## src/hdl/nsba_pkg.sv

```systemverilog
// Shared types, constants and helper functions for the scaled blit address generator.
package nsba_pkg;

  localparam int unsigned MAX_DIM  = 16384;
  localparam int unsigned DIM_W    = 15;
  localparam int unsigned COORD_W  = 14;
  localparam int unsigned PROD_W   = 28;
  localparam int unsigned OFFSET_W = 27;
  localparam int unsigned WORD_W   = 32;
  localparam int unsigned STRIDE_W = 17;
  localparam int unsigned PIX_W    = 16;
  localparam int unsigned ROWP_W   = COORD_W + STRIDE_W;
  localparam int unsigned SUM_W    = 32;
  localparam int unsigned IDX_W    = 3;
  localparam int unsigned QBITS    = PROD_W;

  typedef enum logic [IDX_W-1:0] {
    REG_SOURCE_WIDTH  = 3'd0,
    REG_SOURCE_HEIGHT = 3'd1,
    REG_FOUR_BYTE     = 3'd2,
    REG_ROW_ORDER     = 3'd3,
    REG_TARGET_WIDTH  = 3'd4,
    REG_TARGET_HEIGHT = 3'd5,
    REG_DEST_X        = 3'd6,
    REG_DEST_Y        = 3'd7
  } nsba_reg_e;

  // Clamped, derived config; user keeps it static while items are in flight (unchecked)
  typedef struct packed {
    logic [DIM_W-1:0]    sw;
    logic [DIM_W-1:0]    sh;
    logic [DIM_W-1:0]    tw;
    logic [DIM_W-1:0]    th;
    logic                scaled;
    logic                four;
    logic                top_first;
    logic [STRIDE_W-1:0] stride;
    logic [WORD_W-1:0]   dest_x;
    logic [WORD_W-1:0]   dest_y;
  } nsba_cfg_t;

  typedef struct packed {
    logic [COORD_W-1:0] row;
    logic [COORD_W-1:0] col;
    logic               oor;
  } nsba_side_t;

  // Restoring divider lane: partial remainder plus dividend bits shifting out
  // at the top while quotient bits shift in at the bottom
  typedef struct packed {
    logic [DIM_W-1:0]  rem;
    logic [PROD_W-1:0] nq;
  } nsba_lane_t;

  typedef struct packed {
    nsba_side_t side;
    nsba_lane_t y;
    nsba_lane_t x;
  } nsba_div_t;

  typedef struct packed {
    logic [COORD_W-1:0] src_row;
    logic [COORD_W-1:0] sx;
    logic [COORD_W-1:0] row;
    logic [COORD_W-1:0] col;
    logic               oor;
  } nsba_sel_t;

  typedef struct packed {
    logic [ROWP_W-1:0] row_part;
    logic [PIX_W-1:0]  pix_part;
    logic [WORD_W-1:0] screen_x;
    logic [WORD_W-1:0] screen_y;
    logic              oor;
  } nsba_addr_t;

  function automatic logic [DIM_W-1:0] clamp_dim(input logic [DIM_W-1:0] v,
                                                 input logic lo_one);
    logic [DIM_W-1:0] r;
    r = v;
    if (lo_one && (v == '0)) r = DIM_W'(1);
    if (v > DIM_W'(MAX_DIM)) r = DIM_W'(MAX_DIM);
    return r;
  endfunction

  function automatic nsba_lane_t div_step(input nsba_lane_t l, input logic [DIM_W-1:0] d);
    logic [DIM_W:0] shifted;
    logic           ge;
    nsba_lane_t     r;
    shifted  = {l.rem, l.nq[PROD_W-1]};
    ge       = (shifted >= {1'b0, d});
    r.rem    = ge ? DIM_W'(shifted - {1'b0, d}) : shifted[DIM_W-1:0];
    r.nq     = {l.nq[PROD_W-2:0], ge};
    return r;
  endfunction

endpackage

```

## src/hdl/nsba_div_cell.sv

```systemverilog
// One divider cell: a quotient bit for the row and column lanes per stage.
module nsba_div_cell (
  input  logic                clk_i,
  input  logic                rst_ni,
  input  nsba_pkg::nsba_cfg_t cfg_i,
  input  logic                up_valid_i,
  input  nsba_pkg::nsba_div_t up_data_i,
  output logic                up_ready_o,
  output logic                down_valid_o,
  output nsba_pkg::nsba_div_t down_data_o,
  input  logic                down_ready_i
);
  import nsba_pkg::*;

  logic      valid_q, valid_d;
  nsba_div_t data_q, data_d;
  logic      load;

  assign up_ready_o = !valid_q || down_ready_i;
  assign load       = up_valid_i && up_ready_o;

  always_comb begin
    valid_d = valid_q;
    if (load) begin
      valid_d = 1'b1;
    end else if (down_ready_i) begin
      valid_d = 1'b0;
    end
  end

  always_comb begin
    data_d      = up_data_i;
    data_d.y    = div_step(up_data_i.y, cfg_i.th);
    data_d.x    = div_step(up_data_i.x, cfg_i.tw);
  end

  always_ff @(posedge clk_i or negedge rst_ni) begin
    if (!rst_ni) begin
      valid_q <= 1'b0;
    end else begin
      valid_q <= valid_d;
    end
  end

  always_ff @(posedge clk_i) begin
    if (load) begin
      data_q <= data_d;
    end
  end

  assign down_valid_o = valid_q;
  assign down_data_o  = data_q;

endmodule

```

## config.mk

```make
export PLATFORM = sky130hd
export DESIGN_NAME = nsba_div_cell
export DESIGN_NICKNAME = d
export VERILOG_FILES = /design/src/hdl/nsba_pkg.sv /design/src/hdl/nsba_div_cell.sv
export SDC_FILE = /design/constraint.sdc
export NUM_CORES = 1
export LEC_CHECK = 0
export BUFFER_PORTS_ARGS = -buffer_cell sky130_fd_sc_hd__buf_2
export CAP_MARGIN = 20
export CORE_AREA = 3 3 145 147
export DETAILED_ROUTE_END_ITERATION = 16
export DIE_AREA = 0 0 148 150
export HOLD_SLACK_MARGIN = 0.06
export PLACE_DENSITY_LB_ADDON = 0.05
export SLEW_MARGIN = 0
export SYNTH_ARGS = -nofsm -noshare
export SYNTH_HDL_FRONTEND = slang
export SYNTH_SLANG_ARGS = --single-unit
```

## constraint.sdc

```tcl
create_clock -name clk_i -period 4.3 [get_ports clk_i]
set_input_delay 0.86 -clock clk_i [delete_from_list [all_inputs] [get_ports clk_i]]
set_output_delay 0.86 -clock clk_i [all_outputs]
set_load 0.03 [all_outputs]
```

==> results.md <==
Run status:
- The run finished with clean final reports.

Setup path:
- The largest stage delay on the critical path is 390 ps.
- The required time of the critical path is 4460 ps.
- The maximum fanout along the worst path is 10.
- The worst setup path is captured at a register.
- The worst register-to-register path has a depth of 3.
- The worst register-to-register path begins at down_valid_o.
- The critical path contains buffers and inverters numbering 2 combined.
- At the worst endpoint, the arrival time is 3280 ps.
- The critical path goes through buf_2, ha_1, fa_1, nand2b_1, a21oi_2, a21oi_1, and4bb_1, nor3_4, buf_4, mux2_2.
- The minimum setup slack among reg-to-reg paths is 2400 ps.
- The startpoint type of the worst setup path is an input pin.
- For this design, the slowest cell found on the critical path is fa_1.
- The terminus of the critical flop-to-flop path is down_data_o[98].
- By startpoint and endpoint, the worst setup path is classified as input pin to register.
- The family with the most delay on the worst path is simple AND/OR/NAND/NOR gates.

Timing:
- The routed design could run at a clock period as short as 3130 ps.
- The final count of pins violating max slew came to 0.
- In the finished design, the share of the clock period the worst path needs comes to 0.727.
- Setup violations remaining at the end of the flow were counted as 0.
- The setup clock skew after layout is 9.72 ps.
- Measured against its own limit, the worst slew margin works out to 0.548.
- Setup repair after global routing left no endpoint under its margin.
- At the pin with the least slew margin, the transition time is 678 ps.
- After routing, the total negative slack on setup checks comes to 0 ps.
- The hold violation total from the final report is 0.
- The highest clock rate is 320 MHz.

Finish:
- Leaving out fill and tap cells, the most frequent cell in the layout is buf_2.
- The post-layout instance area is 0.00763 mm².
- The layout cell share with drive strength beyond 1 is 0.483.
- Counting the fill cells in the layout gives 2000.
- The synthesis-to-finish area growth is 43.3%.
- In the final design database the tool counted 958 nets.
- Leaving out fill and tap cells, the most frequent cells in the layout are 265 x buf_2, 115 x edfxtp_1, 37 x inv_1.
- 0 antenna diodes ended up in the layout.

Clocking:
- The clock drives 116 sinks.
- The number of buffers inserted to repair setup after CTS is 0.
- The number of clock buffers added by TritonCTS is 17.
- The root buffer cell chosen for the clock tree is clkbuf_16.
- The insertion delay to the later sink of the worst-skew pair is 410 ps.
- TritonCTS built the clock tree.
- In this run the number of H-tree levels came out at 4.
- Once the clock tree was built, the resizer swapped 0 gates to a different size.
- The number of buffers on the longest clock path is 2.
- After clock tree synthesis, the clock-pin slew on the worst setup and hold paths is 50 ps.
- The count of hold buffers inserted by post-cts repair is 0.

Route:
- The final layout contains routed wiring with a total length of 15.4 mm.
- Dividing the detail-routed wire length by the instance count gives 16.3 µm.
- The DRC marker count from the first detailed-route iteration is 214.
- The via total after detailed routing is 4034.
- The number of optimization iterations in the first detailed-route pass is 4.
- In this run the remaining antenna-violating nets after routing total 0.
- Dividing the detail-routed via count by the number of cells gives 4.27.
- The number of design rule violations left after detail routing is 0.

Placed design:
- Once placement finished, the instance area stood at 0.00700 mm².
- Port buffering added 265 buffers.
- The half-perimeter wire length after placement is 11.9 mm.
- The routability-driven placement congestion ratio is 0.781.

Power:
- The share of total power dissipated in sequential elements is 0.387.
- For this design the ratio of total power to cell area is 464 mW/mm².
- Cell internal power was estimated by the tool at 2.58 mW.
- The largest vdd supply drop is 0.224 mV.
- The combinational group share of total power is 0.184.
- The fraction of power spent switching nets is 0.272.
- The design draws 3.54 mW.
- The leakage power is 3.39 nW.
- The net switching power is 0.962 mW.
- The share of total power dissipated in the clock network is 0.429.

Logic synthesis:
- Of all cell types, the one taking the most synthesized area is edfxtp_1.
- The number of flops mapped to enable cells by yosys is 115.
- The cell count after synthesis came out at 379.
- The top cell type's share of synthesized area is 0.648.
- Yosys attributes the largest share of cell area to edfxtp_1 65%, ha_1 7.0%, a21oi_1 3.1%, inv_1 2.6%, xnor2_1 2.5%.
- The flip-flop cell with the highest count after synthesis is edfxtp_1.
- The register area share after synthesis is 0.653.
- In this run, synthesis produced a sequential element count of 116.
- The proportion of register bits with asynchronous set or reset after synthesis is 0.00862.
- The average footprint of a synthesized cell is 14.1 µm².
- During synthesis, Yosys emitted a total of 0 warnings.
- The number of library cell types mapped by synthesis is 47.
- The synthesized netlist occupies a cell area of 0.00533 mm².
- The number of nets in the synthesized netlist is 674.

Floorplanning:
- From bottom edge to top edge, the die measures 150 µm.
- From left edge to right edge, the die measures 148 µm.
- The standard cell core area is 0.0200 mm².
- The number of placement rows is 52.
- The number of top-level pins is 380.
- The floorplan step defined a die boundary enclosing 0.0222 mm².
- The initial utilization of the core area, before any placement, comes to 0.266.

Run:
- Max-cap violations in this run came to 0.

Global routing:
- The number of antenna violations at the first check in global routing is 8.
- The number of global-route vias before repair is 4038.
- For this run, the total global-route usage over all layers was measured as 0.135.
- The first-pass GRT wire length is 22.5 mm.
- The pin count of the biggest net entering global routing is 73.
- The total overflow reported by the global router is 0.

Min path:
- In this run the worst hold path is classified as input pin to async pin.
## final cells by class
class | count | area [µm²] | area share
clock buffers | 17 | 425 | 0.0557
clock inverters | 14 | 204 | 0.0267
inverters | 37 | 139 | 0.0182
multi-input cells | 222 | 1680 | 0.220
flip-flops and latches | 116 | 3480 | 0.456
well taps | 270 | 338 | 0.0443
repair buffers | 269 | 1370 | 0.179
## stage by stage
step | setup WS, ps | std cells | hold WS [ps] | utilization
4_1_cts | 1170 | 945 | 195 | 0.381
2_1_floorplan | 1180 | 379 | 564 | -
3_5_place_dp | 736 | 914 | 526 | 0.350
6_report | 1170 | 945 | 220 | 0.381
5_1_grt | 978 | 945 | 193 | 0.381
3_3_place_gp | 770 | 914 | 509 | 0.350
## worst max-delay path by stage
stage                             start               to  slack, ps  cells after the start
after floorplan            down_ready_i   down_data_o[0]       1180                      2
after global placement    up_data_i[27]  down_data_o[39]        770                     11
after detailed placement      cfg_i[99]  down_data_o[38]        740                     10
after CTS                     cfg_i[99]  down_data_o[38]       1170                     10
after global routing      up_data_i[27]  down_data_o[39]        980                     11
final                         cfg_i[99]  down_data_o[39]       1170                     10
## cell families after synthesis
family | count (synthesis) | synth area share
compound gates | 76 | 0.0876
fa+ha+maj | 32 | 0.0780
simple gates | 73 | 0.0683
xor+xnor | 21 | 0.0345
flops | 116 | 0.653
mux | 20 | 0.0465
buf+inv | 41 | 0.0322
## power by group through the flow
stage,combinational [mW],sequential (mW),clock [mW]
2_1_floorplan,0.280,1.56,0
3_3_place_gp,0.654,1.39,0
3_5_place_dp,0.655,1.39,0
4_1_cts,0.659,1.37,1.57
5_1_grt,0.711,1.38,1.62
6_report,0.649,1.37,1.52
## cell usage after synthesis (2+ instances only)
cell type,number
mux2_4,7
and2_1,2
o211ai_1,2
buf_6,2
ha_1,30
a211oi_1,3
a21o_1,4
nand2b_1,8
o21bai_1,2
o21ai_0,10
mux2_2,9
fa_1,2
nand4_1,2
a31oi_1,3
nor3_1,8
nor2b_1,2
nor2_1,25
a211o_1,2
a21oi_2,3
inv_1,37
o21ai_1,4
nand3_1,6
xnor2_1,15
xor2_1,6
a21oi_1,33
nand2_1,13
mux2i_1,3
edfxtp_1,115
o21a_1,2
o31ai_1,2
## state kept, by name, indices dropped and copies added (netlist names)
signal / count
down_data_o: 115
down_valid_o: 1
## per-layer routing
layer	track usage	share of wire
met3	0.0678	0.11
met2	0.202	0.43
met4	0.0499	0.012
met1	0.169	0.43
met5	0	0.0066
## worst register-to-register path: cells and delay by family (launching register included)
| family | cells | cell delay, ps |
|---|---|---|
| AND/OR/NAND/NOR | 2 | 700 |
| buffers and inverters | 1 | 440 |
| flip-flops | 1 | 370 |
No activity file was read; power rests on OpenSTA's default activity.
