`config.mk`:
```
export PLATFORM = sky130hd
export DESIGN_NAME = nsba_tail_flat
export DESIGN_NICKNAME = d
export VERILOG_FILES = /design/src/hdl/nsba_pkg.sv /design/src/hdl/nsba_if.sv /design/src/hdl/nsba_tail.sv /design/src/flat_wrapper.sv
export SDC_FILE = /design/constraint.sdc
export NUM_CORES = 1
export LEC_CHECK = 0
export BUFFER_PORTS_ARGS = -buffer_cell sky130_fd_sc_hd__buf_2
export CORE_UTILIZATION = 35
export DETAILED_ROUTE_END_ITERATION = 8
export GPL_TIMING_DRIVEN = 0
export PLACE_DENSITY = 0.65
export SLEW_MARGIN = 20
export SYNTH_ARGS = -nofsm -noshare
export SYNTH_HDL_FRONTEND = slang
export SYNTH_SLANG_ARGS = --single-unit
```
`constraint.sdc`:
```
create_clock -name clk_i -period 10 [get_ports clk_i]
set_input_delay 3 -clock clk_i [delete_from_list [all_inputs] [get_ports clk_i]]
set_output_delay 3 -clock clk_i [all_outputs]
set_load 0.01 [all_outputs]
```
`src/hdl/nsba_pkg.sv`:
```
// Shared types, constants and helper functions for the scaled blit address generator.
package nsba_pkg;

  localparam int unsigned MAX_DIM  = 16384;
  localparam int unsigned DIM_W    = 15;
  localparam int unsigned COORD_W  = 14;
  localparam int unsigned PROD_W   = 28;
  localparam int unsigned OFFSET_W = 27;
  localparam int unsigned WORD_W   = 32;
  localparam int unsigned STRIDE_W = 17;
  localparam int unsigned PIX_W    = 16;
  localparam int unsigned ROWP_W   = COORD_W + STRIDE_W;
  localparam int unsigned SUM_W    = 32;
  localparam int unsigned IDX_W    = 3;
  localparam int unsigned QBITS    = PROD_W;

  typedef enum logic [IDX_W-1:0] {
    REG_SOURCE_WIDTH  = 3'd0,
    REG_SOURCE_HEIGHT = 3'd1,
    REG_FOUR_BYTE     = 3'd2,
    REG_ROW_ORDER     = 3'd3,
    REG_TARGET_WIDTH  = 3'd4,
    REG_TARGET_HEIGHT = 3'd5,
    REG_DEST_X        = 3'd6,
    REG_DEST_Y        = 3'd7
  } nsba_reg_e;

  // Clamped, derived config; user keeps it static while items are in flight (unchecked)
  typedef struct packed {
    logic [DIM_W-1:0]    sw;
    logic [DIM_W-1:0]    sh;
    logic [DIM_W-1:0]    tw;
    logic [DIM_W-1:0]    th;
    logic                scaled;
    logic                four;
    logic                top_first;
    logic [STRIDE_W-1:0] stride;
    logic [WORD_W-1:0]   dest_x;
    logic [WORD_W-1:0]   dest_y;
  } nsba_cfg_t;

  typedef struct packed {
    logic [COORD_W-1:0] row;
    logic [COORD_W-1:0] col;
    logic               oor;
  } nsba_side_t;

  // Restoring divider lane: partial remainder plus dividend bits shifting out
  // at the top while quotient bits shift in at the bottom
  typedef struct packed {
    logic [DIM_W-1:0]  rem;
    logic [PROD_W-1:0] nq;
  } nsba_lane_t;

  typedef struct packed {
    nsba_side_t side;
    nsba_lane_t y;
    nsba_lane_t x;
  } nsba_div_t;

  typedef struct packed {
    logic [COORD_W-1:0] src_row;
    logic [COORD_W-1:0] sx;
    logic [COORD_W-1:0] row;
    logic [COORD_W-1:0] col;
    logic               oor;
  } nsba_sel_t;

  typedef struct packed {
    logic [ROWP_W-1:0] row_part;
    logic [PIX_W-1:0]  pix_part;
    logic [WORD_W-1:0] screen_x;
    logic [WORD_W-1:0] screen_y;
    logic              oor;
  } nsba_addr_t;

  function automatic logic [DIM_W-1:0] clamp_dim(input logic [DIM_W-1:0] v,
                                                 input logic lo_one);
    logic [DIM_W-1:0] r;
    r = v;
    if (lo_one && (v == '0)) r = DIM_W'(1);
    if (v > DIM_W'(MAX_DIM)) r = DIM_W'(MAX_DIM);
    return r;
  endfunction

  function automatic nsba_lane_t div_step(input nsba_lane_t l, input logic [DIM_W-1:0] d);
    logic [DIM_W:0] shifted;
    logic           ge;
    nsba_lane_t     r;
    shifted  = {l.rem, l.nq[PROD_W-1]};
    ge       = (shifted >= {1'b0, d});
    r.rem    = ge ? DIM_W'(shifted - {1'b0, d}) : shifted[DIM_W-1:0];
    r.nq     = {l.nq[PROD_W-2:0], ge};
    return r;
  endfunction

endpackage

```
`src/hdl/nsba_if.sv`:
```


interface nsba_out_if;
  logic                          valid;
  logic                          ready;
  logic [nsba_pkg::OFFSET_W-1:0] byte_offset;
  logic signed [nsba_pkg::WORD_W-1:0] screen_x;
  logic signed [nsba_pkg::WORD_W-1:0] screen_y;
  logic                          out_of_range;

  modport source (output valid, output byte_offset, output screen_x, output screen_y,
                  output out_of_range, input ready);
  modport sink   (input valid, input byte_offset, input screen_x, input screen_y,
                  input out_of_range, output ready);
endinterface

```
`src/hdl/nsba_tail.sv`:
```
// Clamp, row flip, offset multiply-add and result register after the divider chain.
module nsba_tail (
  input  logic                clk_i,
  input  logic                rst_ni,
  input  nsba_pkg::nsba_cfg_t cfg_i,
  input  logic                up_valid_i,
  input  nsba_pkg::nsba_div_t up_data_i,
  output logic                up_ready_o,
  nsba_out_if.source          out_if
);
  import nsba_pkg::*;

  // Select stage
  logic      sel_valid_q, sel_valid_d, sel_ready, sel_load;
  nsba_sel_t sel_q, sel_d;
  // Multiply stage
  logic       addr_valid_q, addr_valid_d, addr_ready, addr_load;
  nsba_addr_t addr_q, addr_d;
  // Result register
  logic                out_valid_q, out_valid_d, out_load;
  logic [OFFSET_W-1:0] offset_q, offset_d;
  logic [WORD_W-1:0]   sx_q, sy_q;
  logic                oor_q, oor_d;

  logic [PROD_W-1:0] qy, qx;
  logic [DIM_W-1:0]  sy_full, sx_full, flip;
  logic [SUM_W-1:0]  sum;

  assign out_load   = addr_valid_q && (!out_valid_q || out_if.ready);
  assign addr_ready = !addr_valid_q || !out_valid_q || out_if.ready;
  assign addr_load  = sel_valid_q && addr_ready;
  assign sel_ready  = !sel_valid_q || addr_ready;
  assign sel_load   = up_valid_i && sel_ready;
  assign up_ready_o = sel_ready;

  always_comb begin
    sel_valid_d = sel_valid_q;
    if (sel_load) begin
      sel_valid_d = 1'b1;
    end else if (addr_ready) begin
      sel_valid_d = 1'b0;
    end
    addr_valid_d = addr_valid_q;
    if (addr_load) begin
      addr_valid_d = 1'b1;
    end else if (!out_valid_q || out_if.ready) begin
      addr_valid_d = 1'b0;
    end
    out_valid_d = out_valid_q;
    if (out_load) begin
      out_valid_d = 1'b1;
    end else if (out_if.ready) begin
      out_valid_d = 1'b0;
    end
  end

  // Clamp scaled-mode quotients to the last source pixel and flip bottom-up rows
  always_comb begin
    qy = up_data_i.y.nq;
    qx = up_data_i.x.nq;
    if (cfg_i.scaled) begin
      sy_full = (qy >= PROD_W'(cfg_i.sh)) ? DIM_W'(cfg_i.sh - 1'b1) : qy[DIM_W-1:0];
      sx_full = (qx >= PROD_W'(cfg_i.sw)) ? DIM_W'(cfg_i.sw - 1'b1) : qx[DIM_W-1:0];
    end else begin
      sy_full = DIM_W'(up_data_i.side.row);
      sx_full = DIM_W'(up_data_i.side.col);
    end
    flip          = DIM_W'(cfg_i.sh - 1'b1 - sy_full);
    sel_d.src_row = cfg_i.top_first ? sy_full[COORD_W-1:0] : flip[COORD_W-1:0];
    sel_d.sx      = sx_full[COORD_W-1:0];
    sel_d.row     = up_data_i.side.row;
    sel_d.col     = up_data_i.side.col;
    sel_d.oor     = up_data_i.side.oor;
  end

  always_comb begin
    addr_d.row_part = ROWP_W'(sel_q.src_row) * ROWP_W'(cfg_i.stride);
    addr_d.pix_part = cfg_i.four ? {sel_q.sx, 2'b00}
                                 : PIX_W'({sel_q.sx, 1'b0}) + PIX_W'(sel_q.sx);
    addr_d.screen_x = cfg_i.dest_x + WORD_W'(sel_q.col);
    addr_d.screen_y = cfg_i.dest_y + WORD_W'(sel_q.row);
    addr_d.oor      = sel_q.oor;
  end

  // Drop offsets that do not fit the buffer
  always_comb begin
    sum      = SUM_W'(addr_q.row_part) + SUM_W'(addr_q.pix_part);
    oor_d    = addr_q.oor || (|sum[SUM_W-1:OFFSET_W]);
    offset_d = oor_d ? '0 : sum[OFFSET_W-1:0];
  end

  always_ff @(posedge clk_i or negedge rst_ni) begin
    if (!rst_ni) begin
      sel_valid_q  <= 1'b0;
      addr_valid_q <= 1'b0;
      out_valid_q  <= 1'b0;
    end else begin
      sel_valid_q  <= sel_valid_d;
      addr_valid_q <= addr_valid_d;
      out_valid_q  <= out_valid_d;
    end
  end

  always_ff @(posedge clk_i) begin
    if (sel_load) begin
      sel_q <= sel_d;
    end
    if (addr_load) begin
      addr_q <= addr_d;
    end
    if (out_load) begin
      offset_q <= offset_d;
      sx_q     <= addr_q.screen_x;
      sy_q     <= addr_q.screen_y;
      oor_q    <= oor_d;
    end
  end

  assign out_if.valid        = out_valid_q;
  assign out_if.byte_offset  = offset_q;
  assign out_if.screen_x     = sx_q;
  assign out_if.screen_y     = sy_q;
  assign out_if.out_of_range = oor_q;

endmodule

```
`src/flat_wrapper.sv`:
```
// flat-port wrapper written by rule: the top's interface ports become plain ports
module nsba_tail_flat import nsba_pkg::*;
  (clk_i, rst_ni, cfg_i, up_valid_i, up_data_i, up_ready_o, out_if_valid, out_if_byte_offset, out_if_screen_x, out_if_screen_y, out_if_out_of_range, out_if_ready);
  nsba_out_if out_if_i ();
  input  logic clk_i;
  input  logic rst_ni;
  input  nsba_pkg::nsba_cfg_t cfg_i;
  input  logic up_valid_i;
  input  nsba_pkg::nsba_div_t up_data_i;
  output logic up_ready_o;
  output wire logic [$bits(out_if_i.valid)-1:0] out_if_valid;
  output wire logic [$bits(out_if_i.byte_offset)-1:0] out_if_byte_offset;
  output wire logic [$bits(out_if_i.screen_x)-1:0] out_if_screen_x;
  output wire logic [$bits(out_if_i.screen_y)-1:0] out_if_screen_y;
  output wire logic [$bits(out_if_i.out_of_range)-1:0] out_if_out_of_range;
  input wire logic [$bits(out_if_i.ready)-1:0] out_if_ready;
  assign out_if_valid = out_if_i.valid;
  assign out_if_byte_offset = out_if_i.byte_offset;
  assign out_if_screen_x = out_if_i.screen_x;
  assign out_if_screen_y = out_if_i.screen_y;
  assign out_if_out_of_range = out_if_i.out_of_range;
  assign out_if_i.ready = out_if_ready;
  nsba_tail u_core (.clk_i(clk_i), .rst_ni(rst_ni), .cfg_i(cfg_i), .up_valid_i(up_valid_i), .up_data_i(up_data_i), .up_ready_o(up_ready_o), .out_if(out_if_i));
endmodule
```
==> flow_summary.toml <==
[routing]
drtPass1Iterations = 5
vias = 16000
detail_route.wirelength_mm = 57.0
antenna_left = 0
routed_via_density = 4.90
routedWlPerCell_microns = 17.5
drc = 0
dr.first_iter.drc_count = 739

[timing]
fin_tns_setup_ns = 0
post-route-period-util_pct = 93.5
hold_viol = 0
setup_viol = 0
worst_hold_slack_ns = 0.413
slew_headroom_pct = 30.8
maxSlewViolCount = 0
layout_min_cycle_time_ns = 9.35
clock.fmax_mhz = 107
tightestPinTransition_ns = 1.03
rsz0062_at_grt = "no"
fin_worst_skew_ns = 0.0282

[worst_setup_path]
regToRegSetupSlack_ns = 2.51
required_ns = 10.31
startpoint = "cfg_i[72]"
cpPeakStageDelay_ns = 0.58
worstSetupEndpoint = "u_core.addr_q[111]$_DFFE_PP_"
slowest_stage = "fa_1"
reg2reg_from = "u_core.sel_q[49]$_DFFE_PP_"
cpLargestDelayFamily = "adder cells"
cpMostUsedCell = "fa_1"
critPathArrivalTime_ns = 9.66
r2r_cells = 22
worstSetupStartpointType = "input port"
crit_type = "input port to flip-flop"
r2r_end = "u_core.addr_q[111]$_DFFE_PP_"
crit_path_end_kind = "flip-flop"
path_cells = "buf_2 -> clkbuf_1 -> nand2_1 -> fa_1 -> fa_1 -> inv_1 -> fa_1 -> fa_1 -> fa_1 -> inv_1 -> fa_1 -> inv_1 -> ha_1 -> clkbuf_1 -> a21o_1 -> a21o_1 -> a21oi_1 -> o21ai_0 -> a311oi_1 -> o21ai_1 -> or4_1 -> and3_1"
cp_max_fo = 10
critPathBufInv = 6
crit_cells = 22

[cts]
postCtsSetupRepairBufs = 0
cts_buffers = 34
cts.sinks = 264
cts_resized = 0
cts_tree = "yes"
htree_levels = 2
cts_root_buf = "clkbuf_16"
clkTransAtPathRegs_ns = 0.06
clk-insertion-delay-late_ns = 0.55
clk_path_buf_depth = 3
postCtsHoldBufs = 0

[global_route]
grt_pass1_vias = 16600
grtUsageTotal_pct = 18.0
grt_max_degree = 56
grt-ovfl-total = 0
antenna_found_initial = 6
grt_pass1_wl_mm = 89.5

[die]
pin_count = 357
die-height_microns = 253
rows = 91
dieArea_sq_um = 64200
die_w_microns = 253
start_util_pct = 35.7
fp.coreArea_sq_um = 62100

[yosys]
synthTopCellsByArea = "edfxtp_1 35%, fa_1 16%, ha_1 11%"
yosys_warnings = 0
syn_nets = 2710
ys_types = 73
yosysMostFrequentCell = "inv_1"
ys_seq_area_share_pct = 35.8
synth_commonest_cells = "270 x inv_1, 261 x edfxtp_1, 211 x nand2_1"
synthArstFlopShare_pct = 1.14
synth_area_sq_um = 22100
synth_top_area_share_pct = 35.4
synth_ff_type = "edfxtp_1"
synth-edff-count = 261
yosys.area.top_type = "edfxtp_1"
synth_cells = 2066
syn_avg_cell_area_sq_um = 10.7
yosys_register_bits = 264

[power_and_ir_drop]
max-vdd-ir-drop_mv = 0.418
p_leak_nw = 11.5
powerDensity_nw_per_um2 = 377

[placement]
gp_congestion = 0.941
port_buffers = 294
dp_hpwl_mm = 46.6

[cells_and_area]
nNetsFinal = 3045
areaGrowthSynthToFinish_pct = 17.0
drive_gt1_share_pct = 17.0

[job]
drv_cap = 0

[status]
status = "finished clean"

[min_path]
hp-class = "flip-flop to flip-flop"
## registers in the layout, summed over array words and instances (netlist names), 27 cells and up
| signal | count |
|---|---|
| u_core.out_if.screen_y | 32 |
| u_core.out_if.screen_x | 32 |
| u_core.out_if.byte_offset | 27 |
| u_core.sel_q | 56 |
| u_core.addr_q | 112 |
## layer usage
metal / wire, microns / track usage, % / part of all wire, % / up-vias
li1: - / - / - / 7724
met1: 24100 / 22.1 / 42 / 7636
met2: 27600 / 31.2 / 48 / 510
met3: 3150 / 2.89 / 5.5 / 124
met4: 2170 / 7.93 / 3.8 / 4
met5: 31 / 0 / 0.054 / -
## how the worst min path moves through the flow
stage / startpoint / endpoint / slack [ns] / depth (start not counted)
floorplan: u_core.addr_d[0]$_DFFE_PP_ / u_core.addr_q[0]$_DFFE_PP_ / 0.40 / 0
global placement: u_core.addr_q[29]$_DFFE_PP_ / u_core.out_if.screen_y[28]$_DFFE_PP_ / 0.40 / 0
detailed placement: u_core.addr_q[52]$_DFFE_PP_ / u_core.out_if.screen_x[19]$_DFFE_PP_ / 0.40 / 0
CTS: u_core.addr_q[12]$_DFFE_PP_ / u_core.out_if.screen_y[11]$_DFFE_PP_ / 0.40 / 0
global route: u_core.addr_q[55]$_DFFE_PP_ / u_core.out_if.screen_x[22]$_DFFE_PP_ / 0.42 / 0
finish: u_core.addr_q[12]$_DFFE_PP_ / u_core.out_if.screen_y[11]$_DFFE_PP_ / 0.41 / 0
## cell families (layout without fill, tap and decap cells)
logic type               after synthesis  after routing  share of synthesized area (%)
AND/OR/NAND/NOR                      612            612                           14.2
adder cells (fa/ha/maj)              381            381                           27.7
buffers and inverters                328            688                           5.72
AO/OA/AOI/OAI                        291            291                           8.77
flip-flops                           264            264                           35.8
XOR/XNOR                             146            146                           5.78
multiplexers                          44             44                           2.08
other                                  0              5                              0
## cell usage in the layout (no fill, tap or decap), types with 5 or more instances in the layout
| cell | Yosys | final |
|---|---|---|
| o211ai_1 | 8 | 8 |
| xor2_1 | 46 | 46 |
| mux2_2 | 16 | 16 |
| nand4_1 | 20 | 20 |
| edfxtp_1 | 261 | 261 |
| nand2_1 | 211 | 211 |
| nor4_1 | 12 | 12 |
| nor2b_1 | 16 | 16 |
| inv_1 | 270 | 270 |
| o21bai_1 | 14 | 14 |
| buf_2 | 1 | 295 |
| nor3_2 | 18 | 18 |
| clkbuf_16 | 0 | 34 |
| a31oi_1 | 11 | 11 |
| o21a_1 | 19 | 19 |
| mux2i_1 | 28 | 28 |
| nor2_1 | 77 | 77 |
| nand2b_1 | 18 | 18 |
| clkbuf_1 | 52 | 55 |
| a21oi_1 | 71 | 71 |
| or3_1 | 8 | 8 |
| o21ai_0 | 65 | 65 |
| xnor2_1 | 100 | 100 |
| a21o_1 | 36 | 36 |
| nor3_1 | 30 | 30 |
| and3_1 | 13 | 13 |
| and2_1 | 121 | 118 |
| diode_2 | 0 | 5 |
| fa_1 | 182 | 182 |
| nor3b_1 | 5 | 5 |
| o31ai_1 | 7 | 7 |
| ha_1 | 199 | 199 |
| nand3_1 | 47 | 47 |
| a211oi_1 | 13 | 13 |
| clkinv_1 | 0 | 7 |
## cell type report
| type | count | area, sq um |
|---|---|---|
| antenna | 5 | 12.5 |
| buffer | 58 | 253 |
| clock buffer | 37 | 862 |
| clock inverter | 24 | 233 |
| fill | 5923 | 36200 |
| inverter | 270 | 1010 |
| multi-input combinational | 1474 | 13000 |
| sequential | 264 | 7910 |
| tap | 837 | 1050 |
| timing repair buffer | 299 | 1590 |
## power by group
part | total [W] | internal (W) | leakage (nW) | switching, W
sequential | 0.00182 | 0.00173 | 2.56 | 0.0000903
combinational | 0.00675 | 0.00285 | 8.41 | 0.00390
clock | 0.00120 | 0.000690 | 0.523 | 0.000508
## per-stage QoR
step / setup WS (ns) / std cells / total power, W / instance area (sq um) / util (%)
6_report: 0.650 / 3268 / 0.00977 / 25900 / 41.7
3_5_place_dp: 0.142 / 3202 / 0.00854 / 24800 / 39.9
5_1_grt: 0.450 / 3266 / 0.0108 / 25900 / 41.7
2_1_floorplan: 1.15 / 2066 / 0.00710 / 22100 / -
3_3_place_gp: 0.264 / 3197 / 0.00847 / 24600 / 39.7
4_1_cts: 0.725 / 3263 / 0.00983 / 25900 / 41.7
## worst reg2reg max path, stage by stage (launching register included)
cell and delay (ns):
edfxtp_1 0.32, clkbuf_1 0.46, clkbuf_1 0.56, nand2_1 0.17, fa_1 0.56, fa_1 0.53, inv_1 0.06, fa_1 0.47
fa_1 0.52, fa_1 0.58, inv_1 0.07, fa_1 0.54, inv_1 0.04, ha_1 0.28, clkbuf_1 0.18, a21o_1 0.19
a21o_1 0.17, a21oi_1 0.23, o21ai_0 0.18, a311oi_1 0.26, o21ai_1 0.21, or4_1 0.53, and3_1 0.17
Note: power is estimated with default switching activity, not from simulation.
